===== src/irrigation_pump_interlock_controller_core_macros.svh =====
// Assertion helpers for the pump interlock controller.
`ifndef IRRIGATION_PUMP_INTERLOCK_CONTROLLER_CORE_MACROS_SVH
`define IRRIGATION_PUMP_INTERLOCK_CONTROLLER_CORE_MACROS_SVH

// Check that a condition implies a property on the same clock edge.
`define IPIC_ASSERT_IMP(label, clk, rst_n, cond, prop, msg) \
  label: assert property (@(posedge clk) disable iff (!rst_n) (cond) |-> (prop)) \
    else $error(msg);

// Check that a condition implies a property on the next clock edge.
`define IPIC_ASSERT_NEXT(label, clk, rst_n, cond, prop, msg) \
  label: assert property (@(posedge clk) disable iff (!rst_n) (cond) |=> (prop)) \
    else $error(msg);

`endif


===== src/ipic_pkg.sv =====
package ipic_pkg;

  localparam int unsigned NodesDef   = 32;
  localparam int unsigned MoistMax   = 25600;
  localparam int unsigned MsPerSec   = 1000;
  localparam int unsigned MsPerMin   = 60000;

  localparam int unsigned InW  = 96;
  localparam int unsigned OutW = 32;
  localparam int unsigned SumW = 23;

  typedef enum logic [2:0] {
    KIND_SAMPLE = 3'd0,
    KIND_STATUS = 3'd1,
    KIND_TICK   = 3'd2,
    KIND_MAN_ON = 3'd3,
    KIND_MAN_OFF = 3'd4
  } kind_e;

  typedef enum logic [3:0] {
    OC_START   = 4'd0,
    OC_STOP    = 4'd1,
    OC_ABOVE   = 4'd2,
    OC_NOFRESH = 4'd3,
    OC_FEW     = 4'd4,
    OC_LOCK    = 4'd5,
    OC_INTERVAL = 4'd6,
    OC_FLOAT   = 4'd7,
    OC_DISABLED = 4'd8
  } outcome_e;

  typedef enum logic [1:0] {
    MODE_OFF    = 2'd0,
    MODE_ON     = 2'd1,
    MODE_LOCKED = 2'd2
  } mode_e;

  typedef enum logic [2:0] {
    ST_IDLE,
    ST_SCAN,
    ST_DIV,
    ST_DECIDE,
    ST_OUT
  } state_e;

  typedef enum logic [2:0] {
    ADDR_AUTO     = 3'd0,
    ADDR_STALE    = 3'd1,
    ADDR_QUORUM   = 3'd2,
    ADDR_TRIGGER  = 3'd3,
    ADDR_INTERVAL = 3'd4,
    ADDR_RUNTIME  = 3'd5
  } reg_addr_e;

  // Controller to datapath commands.
  typedef struct packed {
    logic load;      // capture the accepted word
    logic pre;       // pump pre-check and optional lock
    logic scan_clr;  // clear scan accumulators
    logic scan_step; // accumulate one node
    logic div_init;  // load the divider
    logic div_step;  // one quotient bit
    logic decide;    // final checks and result
    logic direct;    // resolve a non-tick item
  } cmd_t;

  // Datapath to controller status.
  typedef struct packed {
    logic pre_done;  // tick already resolved by pump check or disable
    logic scan_last;
    logic need_div;  // quorum met, average is needed
    logic div_last;
  } sts_t;

endpackage


===== src/ipic_ctrl.sv =====
module ipic_ctrl (
  input  logic             clk_i,
  input  logic             rst_ni,
  input  logic             in_fire_i,
  input  logic [2:0]       kind_i,
  input  logic             out_free_i,
  input  ipic_pkg::sts_t   sts_i,
  output ipic_pkg::cmd_t   cmd_o,
  output logic             busy_o,
  output logic             out_set_o
);
  import ipic_pkg::*;

  state_e state_q, state_d;

  always_ff @(posedge clk_i or negedge rst_ni) begin
    if (!rst_ni) begin
      state_q <= ST_IDLE;
    end else begin
      state_q <= state_d;
    end
  end

  always_comb begin
    state_d   = state_q;
    cmd_o     = '0;
    out_set_o = 1'b0;
    busy_o    = (state_q != ST_IDLE);
    unique case (state_q)
      ST_IDLE: begin
        if (in_fire_i) begin
          cmd_o.load = 1'b1;
          if (kind_i == KIND_TICK) begin
            state_d = ST_SCAN;
            cmd_o.scan_clr = 1'b1;
          end else if (kind_i == KIND_MAN_ON || kind_i == KIND_MAN_OFF) begin
            state_d = ST_OUT;
          end
        end
      end
      ST_SCAN: begin
        if (!sts_i.pre_done) cmd_o.scan_step = 1'b1;
        if (sts_i.pre_done) begin
          cmd_o.pre = 1'b1;
          state_d = ST_OUT;
        end else if (sts_i.scan_last) begin
          if (sts_i.need_div) begin
            cmd_o.div_init = 1'b1;
            state_d = ST_DIV;
          end else begin
            state_d = ST_DECIDE;
          end
        end
      end
      ST_DIV: begin
        cmd_o.div_step = 1'b1;
        if (sts_i.div_last) state_d = ST_DECIDE;
      end
      ST_DECIDE: begin
        cmd_o.decide = 1'b1;
        state_d = ST_OUT;
      end
      ST_OUT: begin
        if (out_free_i) begin
          out_set_o = 1'b1;
          state_d = ST_IDLE;
        end
      end
      default: state_d = ST_IDLE;
    endcase
  end
endmodule


===== src/ipic_dp.sv =====
module ipic_dp #(
  parameter int unsigned NODES = ipic_pkg::NodesDef
) (
  input  logic             clk_i,
  input  logic             rst_ni,
  input  ipic_pkg::cmd_t   cmd_i,
  input  logic [ipic_pkg::InW-1:0] word_i,
  input  logic             cfg_we_i,
  input  logic [2:0]       cfg_addr_i,
  input  logic [31:0]      cfg_data_i,
  output logic [31:0]      cfg_rdata_o,
  output ipic_pkg::sts_t   sts_o,
  output logic [ipic_pkg::OutW-1:0] result_o
);
  import ipic_pkg::*;

  localparam int unsigned IdxW = (NODES > 1) ? $clog2(NODES) : 1;
  localparam int unsigned CntW = $clog2(NODES + 1);

  // Configuration registers.
  logic        auto_q;
  logic [15:0] stale_q;
  logic [5:0]  quorum_q;
  logic [6:0]  trig_q;
  logic [15:0] intv_q;
  logic [31:0] runtime_q;

  always_ff @(posedge clk_i or negedge rst_ni) begin
    if (!rst_ni) begin
      auto_q    <= 1'b0;
      stale_q   <= 16'd300;
      quorum_q  <= 6'd1;
      trig_q    <= 7'd30;
      intv_q    <= 16'd60;
      runtime_q <= 32'd600000;
    end else if (cfg_we_i) begin
      unique case (cfg_addr_i)
        ADDR_AUTO:     auto_q    <= cfg_data_i[0];
        ADDR_STALE:    stale_q   <= cfg_data_i[15:0];
        ADDR_QUORUM:   quorum_q  <= cfg_data_i[5:0];
        ADDR_TRIGGER:  trig_q    <= cfg_data_i[6:0];
        ADDR_INTERVAL: intv_q    <= cfg_data_i[15:0];
        ADDR_RUNTIME:  runtime_q <= cfg_data_i;
        default: ;
      endcase
    end
  end

  always_comb begin
    unique case (cfg_addr_i)
      ADDR_AUTO:     cfg_rdata_o = {31'd0, auto_q};
      ADDR_STALE:    cfg_rdata_o = {16'd0, stale_q};
      ADDR_QUORUM:   cfg_rdata_o = {26'd0, quorum_q};
      ADDR_TRIGGER:  cfg_rdata_o = {25'd0, trig_q};
      ADDR_INTERVAL: cfg_rdata_o = {16'd0, intv_q};
      ADDR_RUNTIME:  cfg_rdata_o = runtime_q;
      default:       cfg_rdata_o = '0;
    endcase
  end

  // Scaled limits, registered off the config to keep multipliers out of the scan path.
  logic [31:0] fresh_lim_q, intv_ms_q;
  always_ff @(posedge clk_i) begin
    fresh_lim_q <= 32'(stale_q * 32'(MsPerSec));
    intv_ms_q   <= 32'(intv_q * 32'(MsPerMin));
  end

  // Captured word fields.
  logic [2:0]  kind;
  logic [4:0]  node;
  logic [14:0] moist;
  logic [31:0] stime, now;
  logic        onl, water, accepts;
  assign kind    = word_i[2:0];
  assign node    = word_i[7:3];
  assign moist   = word_i[22:8];
  assign stime   = word_i[54:23];
  assign onl     = word_i[55];
  assign now     = word_i[87:56];
  assign water   = word_i[88];
  assign accepts = word_i[89];

  logic [31:0] now_q;
  logic        water_q, accepts_q;

  // Node records.
  logic [NODES-1:0] has_q, onl_q;
  logic [14:0]      nm_q [NODES];
  logic [31:0]      nt_q [NODES];
  logic             node_ok;
  assign node_ok = ({27'd0, node} < 32'(NODES));
  logic [14:0] moist_c;
  assign moist_c = (moist > 15'(MoistMax)) ? 15'(MoistMax) : moist;

  always_ff @(posedge clk_i or negedge rst_ni) begin
    if (!rst_ni) begin
      has_q <= '0;
      onl_q <= '0;
    end else if (cmd_i.load && node_ok) begin
      if (kind == KIND_SAMPLE) has_q[IdxW'(node)] <= 1'b1;
      if (kind == KIND_STATUS) onl_q[IdxW'(node)] <= onl;
    end
  end

  always_ff @(posedge clk_i) begin
    if (cmd_i.load && node_ok && kind == KIND_SAMPLE) begin
      nm_q[IdxW'(node)] <= moist_c;
      nt_q[IdxW'(node)] <= stime;
    end
  end

  // Pump state.
  mode_e       mode_q;
  logic        sv_q, lv_q;
  logic [31:0] st_q, lt_q;
  logic [3:0]  oc_q;
  logic [14:0] avg_q;
  logic [CntW-1:0] fresh_q;
  logic        lock_hit;
  logic        pre_done;

  assign lock_hit = (mode_q == MODE_ON) &&
                    ((sv_q && (now_q - st_q) >= runtime_q) || !water_q);
  assign pre_done = lock_hit || (mode_q == MODE_LOCKED) || !auto_q;

  // Scan.
  logic [IdxW-1:0] idx_q;
  logic [SumW-1:0] sum_q;
  logic            fresh_hit;
  assign fresh_hit = has_q[idx_q] && onl_q[idx_q] && ((now_q - nt_q[idx_q]) <= fresh_lim_q);

  // Sum including the node scanned this cycle; feeds the divider on the last node.
  logic [SumW-1:0] sum_d;
  assign sum_d = fresh_hit ? sum_q + {8'd0, nm_q[idx_q]} : sum_q;

  // Restoring divider.
  logic [SumW-1:0] quo_q, rem_q;
  logic [$clog2(SumW+1)-1:0] dcnt_q;
  logic [SumW:0]   rem_sh;
  assign rem_sh = {rem_q, quo_q[SumW-1]};

  logic [31:0] trig_lim;
  assign trig_lim = {17'd0, trig_q, 8'd0};

  always_ff @(posedge clk_i or negedge rst_ni) begin
    if (!rst_ni) begin
      mode_q <= MODE_OFF;
      sv_q   <= 1'b0;
      lv_q   <= 1'b0;
      st_q   <= '0;
      lt_q   <= '0;
    end else begin
      if (cmd_i.pre && lock_hit) begin
        mode_q <= MODE_LOCKED;
        sv_q   <= 1'b0;
      end
      if (cmd_i.load && kind == KIND_MAN_OFF) begin
        mode_q <= MODE_OFF;
        sv_q   <= 1'b0;
      end
      if (cmd_i.load && kind == KIND_MAN_ON && mode_q == MODE_OFF && water && accepts) begin
        mode_q <= MODE_ON;
        sv_q <= 1'b1; st_q <= now;
        lv_q <= 1'b1; lt_q <= now;
      end
      if (cmd_i.decide && fresh_q != '0 && {{(32-CntW){1'b0}}, fresh_q} >= {26'd0, quorum_q}
          && {9'd0, quo_q} < trig_lim && water_q
          && !(lv_q && (now_q - lt_q) < intv_ms_q)
          && mode_q != MODE_ON && accepts_q) begin
        mode_q <= MODE_ON;
        sv_q <= 1'b1; st_q <= now_q;
        lv_q <= 1'b1; lt_q <= now_q;
      end
    end
  end

  always_ff @(posedge clk_i) begin
    if (cmd_i.load) begin
      now_q <= now; water_q <= water; accepts_q <= accepts;
      avg_q <= '0; fresh_q <= '0;
      if (kind == KIND_MAN_OFF) oc_q <= OC_STOP;
      else if (mode_q == MODE_LOCKED) oc_q <= OC_LOCK;
      else if (mode_q == MODE_ON) oc_q <= OC_START;
      else if (!water) oc_q <= OC_FLOAT;
      else if (accepts) oc_q <= OC_START;
      else oc_q <= OC_LOCK;
    end
    if (cmd_i.scan_clr) begin
      idx_q <= '0; sum_q <= '0;
    end
    if (cmd_i.pre) begin
      oc_q <= (lock_hit || mode_q == MODE_LOCKED) ? OC_LOCK : OC_DISABLED;
      fresh_q <= '0;
    end
    if (cmd_i.scan_step) begin
      idx_q <= idx_q + 1'b1;
      if (fresh_hit) begin
        sum_q   <= sum_d;
        fresh_q <= fresh_q + 1'b1;
      end
    end
    if (cmd_i.div_init) begin
      quo_q <= sum_d; rem_q <= '0; dcnt_q <= '0;
    end
    if (cmd_i.div_step) begin
      dcnt_q <= dcnt_q + 1'b1;
      if (rem_sh >= (SumW+1)'(fresh_q)) begin
        rem_q <= SumW'(rem_sh - (SumW+1)'(fresh_q));
        quo_q <= {quo_q[SumW-2:0], 1'b1};
      end else begin
        rem_q <= rem_sh[SumW-1:0];
        quo_q <= {quo_q[SumW-2:0], 1'b0};
      end
    end
    if (cmd_i.decide) begin
      if (fresh_q == '0) oc_q <= OC_NOFRESH;
      else if ({{(32-CntW){1'b0}}, fresh_q} < {26'd0, quorum_q}) oc_q <= OC_FEW;
      else begin
        avg_q <= quo_q[14:0];
        if ({9'd0, quo_q} >= trig_lim) oc_q <= OC_ABOVE;
        else if (!water_q) oc_q <= OC_FLOAT;
        else if (lv_q && (now_q - lt_q) < intv_ms_q) oc_q <= OC_INTERVAL;
        else if (mode_q != MODE_ON && !accepts_q) oc_q <= OC_LOCK;
        else oc_q <= OC_START;
      end
    end
  end

  assign sts_o.pre_done  = pre_done;
  assign sts_o.scan_last = (32'(idx_q) == 32'(NODES - 1));
  assign sts_o.need_div  = ((fresh_hit ? fresh_q + 1'b1 : fresh_q) != '0) &&
                           ({{(32-CntW){1'b0}}, (fresh_hit ? fresh_q + 1'b1 : fresh_q)}
                            >= {26'd0, quorum_q});
  assign sts_o.div_last  = (32'(dcnt_q) == 32'(SumW - 1));

  logic pon, plk;
  assign pon = (mode_q == MODE_ON);
  assign plk = (mode_q == MODE_LOCKED);
  assign result_o = {5'd0, plk, pon, 6'(fresh_q), avg_q, oc_q};
endmodule


===== src/irrigation_pump_interlock_controller_core.sv =====
// Irrigation pump interlock controller. Feed words on the slave stream with the item kind on
// tuser. Samples, node status and unknown kinds are taken in idle and give no result. Tick,
// manual on and manual off each give one result word on the master stream. A full tick runs
// in these steps:
//   - check the running pump for max runtime or a dry tank,
//   - walk the node records one per cycle,
//   - run a restoring divider, one quotient bit per cycle, to form the average,
//   - pass through the decide state, then park the result from the output state.
// A tick that misses the quorum or finds no fresh node skips the divider. A tick settled by
// the lock or disable check skips the scan. Manual on and off go straight to the output
// state. A result word the sink has not taken holds the next result-producing item in its
// output state until the register frees. One item is in flight at a time; the result
// register frees the input as soon as the word is parked there. Configure over APB only
// while idle.
module irrigation_pump_interlock_controller_core #(
  parameter int unsigned NODES = ipic_pkg::NodesDef
) (
  input  logic        clk_i,
  input  logic        rst_ni,
  input  logic        s_axis_tvalid,
  output logic        s_axis_tready,
  // tdata: node[4:0] moisture[19:5] sample_time[51:20] online[52] now_time[84:53]
  //        has_water[85] pump_accepts[86], zero fill at 87
  input  logic [87:0] s_axis_tdata,
  // tuser: kind[2:0]
  input  logic [2:0]  s_axis_tuser,
  output logic        m_axis_tvalid,
  input  logic        m_axis_tready,
  // tdata: outcome[3:0] avg_moisture[18:4] fresh_nodes[24:19] pump_on[25] pump_locked[26]
  output logic [31:0] m_axis_tdata,
  input  logic        psel,
  input  logic        penable,
  input  logic        pwrite,
  input  logic [4:0]  paddr,
  input  logic [31:0] pwdata,
  output logic [31:0] prdata,
  output logic        pready
);
  import ipic_pkg::*;

  cmd_t  cmd;
  sts_t  sts;
  logic  busy, out_set, in_fire;
  logic  ovalid_q;
  logic [OutW-1:0] odata_q, result;
  logic [2:0] cfg_addr;
  logic [InW-1:0] in_word;

  assign pready   = 1'b1;
  assign cfg_addr = paddr[4:2];

  // Merge kind and payload into one internal word, kind in the low bits.
  assign in_word = {5'd0, s_axis_tdata, s_axis_tuser};

  // Accept only while the controller idles.
  assign s_axis_tready = !busy;
  assign in_fire = s_axis_tvalid && s_axis_tready;

  ipic_ctrl u_ctrl (
    .clk_i, .rst_ni,
    .in_fire_i  (in_fire),
    .kind_i     (s_axis_tuser),
    .out_free_i (!ovalid_q || m_axis_tready),
    .sts_i      (sts),
    .cmd_o      (cmd),
    .busy_o     (busy),
    .out_set_o  (out_set)
  );

  ipic_dp #(.NODES(NODES)) u_dp (
    .clk_i, .rst_ni,
    .cmd_i       (cmd),
    .word_i      (in_word),
    .cfg_we_i    (psel && penable && pwrite),
    .cfg_addr_i  (cfg_addr),
    .cfg_data_i  (pwdata),
    .cfg_rdata_o (prdata),
    .sts_o       (sts),
    .result_o    (result)
  );

  // Output register: hold the word until the sink takes it.
  always_ff @(posedge clk_i or negedge rst_ni) begin
    if (!rst_ni) begin
      ovalid_q <= 1'b0;
    end else if (out_set) begin
      ovalid_q <= 1'b1;
    end else if (m_axis_tready) begin
      ovalid_q <= 1'b0;
    end
  end

  always_ff @(posedge clk_i) begin
    if (out_set) odata_q <= result;
  end

  assign m_axis_tvalid = ovalid_q;
  assign m_axis_tdata  = odata_q;

  `include "irrigation_pump_interlock_controller_core_macros.svh"

  `IPIC_ASSERT_IMP(a_no_accept_busy, clk_i, rst_ni, busy, !in_fire, "word accepted while busy")
  `IPIC_ASSERT_NEXT(a_out_sets_valid, clk_i, rst_ni, out_set, m_axis_tvalid, "result lost")
  `IPIC_ASSERT_IMP(a_lock_excl, clk_i, rst_ni, m_axis_tvalid,
                   !(m_axis_tdata[25] && m_axis_tdata[26]), "pump on and locked")
endmodule


===== config.mk =====
export PLATFORM = sky130hd
export DESIGN_NAME = irrigation_pump_interlock_controller_core
export DESIGN_NICKNAME = d
export VERILOG_FILES = /design/src/ipic_pkg.sv /design/src/ipic_ctrl.sv /design/src/ipic_dp.sv /design/src/irrigation_pump_interlock_controller_core.sv
export VERILOG_INCLUDE_DIRS = /design/src /design/src/src
export SDC_FILE = /design/constraint.sdc
export NUM_CORES = 2
export LEC_CHECK = 0
export BUFFER_PORTS_ARGS = -buffer_cell sky130_fd_sc_hd__buf_4
export CAP_MARGIN = 20
export CORE_UTILIZATION = 60
export CTS_CLUSTER_DIAMETER = 50
export DETAILED_ROUTE_END_ITERATION = 6
export PLACE_DENSITY = 0.77
export SYNTH_ARGS = -nofsm -noshare
export SYNTH_HDL_FRONTEND = slang
export SYNTH_SLANG_ARGS = --single-unit
export TNS_END_PERCENT = 5

===== constraint.sdc =====
create_clock -name clk_i -period 19.2 [get_ports clk_i]
set_clock_uncertainty 0.15 [all_clocks]
set_input_delay 0.96 -clock clk_i [delete_from_list [all_inputs] [get_ports clk_i]]
set_output_delay 0.96 -clock clk_i [all_outputs]
set_load 0.01 [all_outputs]

# Yosys cells after proc, flatten, opt, wreduce, memory -nomap -nowiden
# Memory sizes are Yosys's and may differ from the RTL's. A register that Yosys moved wholly into a read port is not among the register bits.
# Index checks and enable logic that the tools add are counted.
[totals]
register_bits = 397
mem_bits_rw = 1504
in_bits = 135
elab_cells = 225
mem_count = 2
[memory_table]
columns = ["name", "words", "width", "rd", "rd_clocked_by_memory_dff", "write_ports", "line", "rtl"]
rows = [
  ["u_dp.nt_q", 32, 32, 1, 1, 1, "ipic_dp.sv:89", "logic [31:0] nt_q [NODES];"],
  ["u_dp.nm_q", 32, 15, 1, 1, 1, "ipic_dp.sv:88", "logic [14:0] nm_q [NODES];"],
]
[op_classes]
addsub = 7
n_mul = 2
magnitude_cmp = 13
eq_ne = 23
muxes = 90
bitwise = 1
reduce_logical = 59
[op_table]
columns = ["op", "count"]
rows = [
  ["$mux 23", 9],
  ["$pmux 32 s6", 1],
  ["$mux 15", 5],
  ["$mux 32", 2],
  ["$sub 32x32->32", 2],
  ["$mux 4", 13],
  ["$bwmux 32", 1],
  ["$ge 32x32->1", 1],
  ["$le 32x26->1", 1],
  ["$lt 32x32->1", 1],
  ["$or 32x32->32", 1],
  ["$mux 1", 30],
  ["$mux 5", 6],
  ["$mux 6", 5],
  ["$mul 16x11->27 const B", 1],
  ["$mux 3", 9],
  ["$logic_and 1x1->1", 25],
  ["$ge 24x6->1", 1],
  ["$add 23x15->23", 1],
  ["$ge 23x15->1", 1],
  ["$lt 23x15->1", 1],
  ["$mul 16x7->23 const B", 1],
  ["$sub 23x6->23", 1],
  ["$eq 3x2->1 const B", 6],
  ["31 further kinds", 70],
]

# Logic depth before layout (Yosys ltp)
[depth]
depth_word = 14
mapped_depth = 43
ltp_nobuf = 37

# By module
# A second synthesis with hierarchy kept.
[hier_totals]
cells_unflattened = 5012
area_unflattened_um2 = 85445.7
[by_module_without_submodules]
columns = ["mod", "instances", "cells_per_inst", "area_per_inst_um2", "seq_area_each_um2"]
rows = [
  ["ipic_dp", 1, 4940, 84134.4, 54423.4],
  ["irrigation_pump_interlock_controller_core", 1, 41, 1039.7, 985.9],
  ["ipic_ctrl", 1, 31, 271.5, 75.1],
]

# Worst setup path after synthesis
# Ideal clock, no wire load.
[synth_timing]
kind = "register to register"
from = "register (tool-made name)"
to = "register u_dp.dcnt_q[0], enable pin"
setup_time_ns = 0.466
arrival_time_ns = 10.480
required_time_ns = 18.584
path_slack_ns = 8.104
stages_incl_launch_ff = 44
n_path_buf = 6
synth_period_minus_slack_ns = 11.096
path_cell_list = "dfxtp_1 -> buf_2 -> buf_6 -> clkbuf_1 -> buf_1 -> mux4_2 -> mux4_2 -> mux2i_1 -> ha_1 -> o21a_1 -> o31a_1 -> o41a_1 -> nor2_1 -> and2_1 -> o21ai_0 -> a21oi_1 -> o21a_1 -> o31ai_1 -> [... 8 more ...] -> o2111ai_1 -> nor3_2 -> and3_1 -> buf_4 -> buf_2 -> xnor2_1 -> ha_1 -> nand2b_1 -> a21o_1 -> a21oi_1 -> nor2b_1 -> o21ai_0 -> nand2b_1 -> a21oi_1 -> nor2b_1 -> o41ai_1 -> mux2_1 -> o21ai_1"
[synth_rtl]
columns = ["item", "line", "rtl"]
rows = [
  ["end signal: assignment", "ipic_dp.sv:206", "dcnt_q <= dcnt_q + 1'b1;"],
  ["end: declaration", "ipic_dp.sv:138", "logic [$clog2(SumW+1)-1:0] dcnt_q;"],
]

==> summary.txt <==
Initial core utilization: 0.608
Mux cell area share after synthesis: 0.148
Max Root-Sink Buffers: 3
WP data required: 19.49 ns
FILL cells: 8,911
Vias per cell: 6.60
Routed Antenna Nets: 0
Clock power share: 0.277
Row cnt: 137
Adder-Cell Fraction of Synth Area: 0.0746
Final WL: 228,000 um
Pint: 9.04 mW
Final Total Pwr: 13.5 mW
Pleak: 35.0 nW
Average wire per standard cell: 30.8 um
Cell with the most instances after synthesis: edfxtp_1
Worst-Skew Late Latency: 0.84 ns
Simple-Gate Fraction of Synth Area: 0.0493
Netlist cell types: 79
Top FF cell, synth: edfxtp_1
Sinks on Clock Net: 1,905
CP max FO: 149
Pin count of the biggest net entering global routing: 150
Final setup fails: 0
Initial antenna violation count: 18
Status: finished clean
Setup_tns: 0 ns
Switching pwr: 4.50 mW
Final setup margin: 7.08 ns
Share of total power in combinational logic: 0.349
TritonCTS Buffers: 189
Overall routing resource usage: 0.323
Post-synth EDFFs: 1,625
H-tree depth: 4
Max-slew headroom: 0.191
Cell Pwr Density: 142 nW/um^2
Slowest cell on crit path: dfxtp_4
Pre-Repair DR Iteration Count: 6
Area Overhead vs Synth: 12.3%
Synth Area in Compound Gates: 0.0411
Worst EP arrival: 12.41 ns
Number of synthesized register bits: 1,905
CTS clk-pin slew, worst paths: 0.06 ns
R2R cell count: 40
Pre-CTS setup slack: 7.38 ns
Syn Inst Count: 5,079
Post-Synth XOR/XNOR Area: 0.0140
Vias in the first global route: 49.1k
Seq pwr share: 0.374
Cells on Worst Hold Path: 1
Post-route DRC: 0
Crit path launch type: register
Crit path kind: reg -> reg
Final min period: 12.12 ns
Mapped Area: 85,200 um^2
Share of cells above drive strength 1: 0.230
Tcrit/Tclk final: 0.631
Largest family of logic cells by synthesized area: multiplexers
Worst path max stage delay: 0.89 ns
VDD IR-drop max: 138 uV
Vias: 48.9k
Sequential area share after synthesis: 0.649
DP HPWL: 129,000 um
Fin. Hold Viols: 0
Max_cap viols: 0
Die X: 379 um
Share of synthesized flip-flops with an asynchronous set or reset: 0.0950
Max-slew violations: 0
Worst Hold Class: in -> reg
First-pass GRT wire length: 330,000 um
Most frequent cells after synthesis: edfxtp_1 (1,625), mux4_2 (474), inv_1 (320), ha_1 (319), nand2_1 (246)
Synth warn: 0
Gr ovfl total: 0
Ports: 202
Avg Inst Size Synth: 16.8 um^2
Setup bufs post-CTS: 0
Fraction of power spent switching nets: 0.332
TritonCTS clock tree: yes
RSZ-0062 raised after global routing: false
Crit end category: register
CP most frequent cell: a21oi_1
Synth top area share: 0.573
Die height: 379 um
Core area: 140,000 um^2
Largest cells by area after synthesis: edfxtp_1 (57%), mux4_2 (13%), dfrtp_1 (4.7%)
Worst slew pin tran: 1.21 ns
GP Congestion: 0.920
Max Clk Rate: 82.5 MHz
Nets: 5,931
Clk Tree Root Cell: clkbuf_16
Port buffer count: 192
Starting DRC count in detailed routing: 6,120
Synth area leader: edfxtp_1
Die area: 144,000 um^2
[through the flow]
| step | cells | hold slack (ns) | area, um^2 | utilization |
|---|---|---|---|---|
| 2_1_floorplan | 5083 | 0.250 | 85200 | - |
| 3_3_place_gp | 7029 | 0.255 | 89100 | 0.636 |
| 3_5_place_dp | 7034 | 0.255 | 89300 | 0.637 |
| 4_1_cts | 7387 | 0.117 | 95500 | 0.681 |
| 5_1_grt | 7401 | 0.139 | 95700 | 0.682 |
| 6_report | 7406 | 0.167 | 95700 | 0.682 |
[worst paths after layout]
check / from / end / slack (ns)
worst max-delay path: register / u_dp.quo_q[20]$_DFFE_PP_ / 7.08
worst min-delay path: s_axis_tdata[82] / u_dp.now_q[29]$_DFFE_PP_ / 0.17
worst max register to register: register / u_dp.quo_q[20]$_DFFE_PP_ / 7.08
worst min register to register: u_dp.oc_q[0]$_DFFE_PP_ / m_axis_tdata[0]$_DFFE_PP_ / 0.27
max in group asynchronous: rst_ni / u_dp.onl_q[30]$_DFFE_PN0P_ / 17.04
min in group asynchronous: rst_ni / u_dp.runtime_q[18]$_DFFE_PN0P_ / 0.56
[worst max-delay path, delay by kind of cell, from the launching register on]
| kind | cells | cell delay (ns) |
|---|---|---|
| flops | 1 | 0.89 |
| xor+xnor | 1 | 0.17 |
| compound gates | 18 | 2.66 |
| buf+inv | 3 | 2.06 |
| fa+ha+maj | 3 | 0.95 |
| simple gates | 11 | 2.72 |
| mux | 4 | 1.70 |
[placed cells by master (no fill, tap or decap), types with 46 or more instances in the layout]
master | Yosys | layout
a21o_1 | 60 | 60
a21oi_1 | 104 | 104
buf_4 | 7 | 269
clkbuf_16 | 0 | 194
dfrtp_1 | 160 | 160
dfxtp_1 | 99 | 94
edfxtp_1 | 1625 | 1625
fa_1 | 118 | 118
ha_1 | 319 | 319
inv_1 | 320 | 320
mux2_2 | 108 | 108
mux2i_1 | 68 | 68
mux4_2 | 474 | 474
nand2_1 | 246 | 245
nand3_1 | 132 | 132
nor2_1 | 210 | 176
nor3_1 | 46 | 46
o21ai_0 | 131 | 131
xnor2_1 | 93 | 93
[timing repair]
action / CTS / global route
gates resized for setup: 0 / 0
setup endpoints to repair: 0 / 0
endpoints found under the hold margin: 42 / 0
hold buffers: 1 / 0
[metal layers]
metal	wire length, um	track usage	vias to the layer above
met3	21000	0.0597	604
met4	11400	0.165	14
met2	114000	0.534	3013
met5	96	0	-
li1	-	-	20277
met1	81800	0.411	24975
[cell type report]
type	count	area, um^2	share of cell area
well taps	1876	2350	0.0245
multi-input cells	2656	28200	0.294
inverters	321	1200	0.0126
clock inverters	118	1260	0.0132
clock buffers	234	4980	0.0521
diodes	10	25.0	0.000262
flip-flops and latches	1905	55400	0.579
repair buffers	286	2320	0.0242
[flip-flops by register name, summed over array words and instances (netlist names), 4 cells and up, named ones only]
name              cells
u_dp.now_q           32
u_dp.avg_q           15
u_dp.quo_q           23
u_dp.runtime_q       32
u_dp.trig_q           7
u_dp.idx_q            5
u_dp.stale_q         16
u_dp.intv_ms_q       27
u_dp.quorum_q         6
u_dp.intv_q          16
u_dp.dcnt_q           5
u_dp.fresh_lim_q     23
u_dp.nm_q           480
u_dp.has_q           32
u_dp.sum_q           23
u_dp.fresh_q          6
m_axis_tdata         27
u_dp.nt_q          1024
u_dp.onl_q           32
u_dp.rem_q           23
u_dp.st_q            32
u_dp.oc_q             4
[kinds of logic (layout without fill, tap and decap cells)]
family / count (synthesis) / count (layout)
other: 2 / 16
and+or+nand+nor: 875 / 875
muxes: 652 / 652
buffers and inverters: 522 / 959
DFF: 1905 / 1905
AOI/OAI and AO/OA: 550 / 550
xor gates and xnor gates: 136 / 136
adders and majority gates: 437 / 437
[power groups by stage]
stage	combinational (mW)	clock [mW]	sequential, mW
finish	4.72	3.75	5.07
global placement	4.58	0	5.14
CTS	4.72	3.78	5.07
detailed placement	4.64	0	5.15
global route	5.27	3.92	5.10
floorplan	3.53	0	5.05
(Power assumes the default switching activity.)
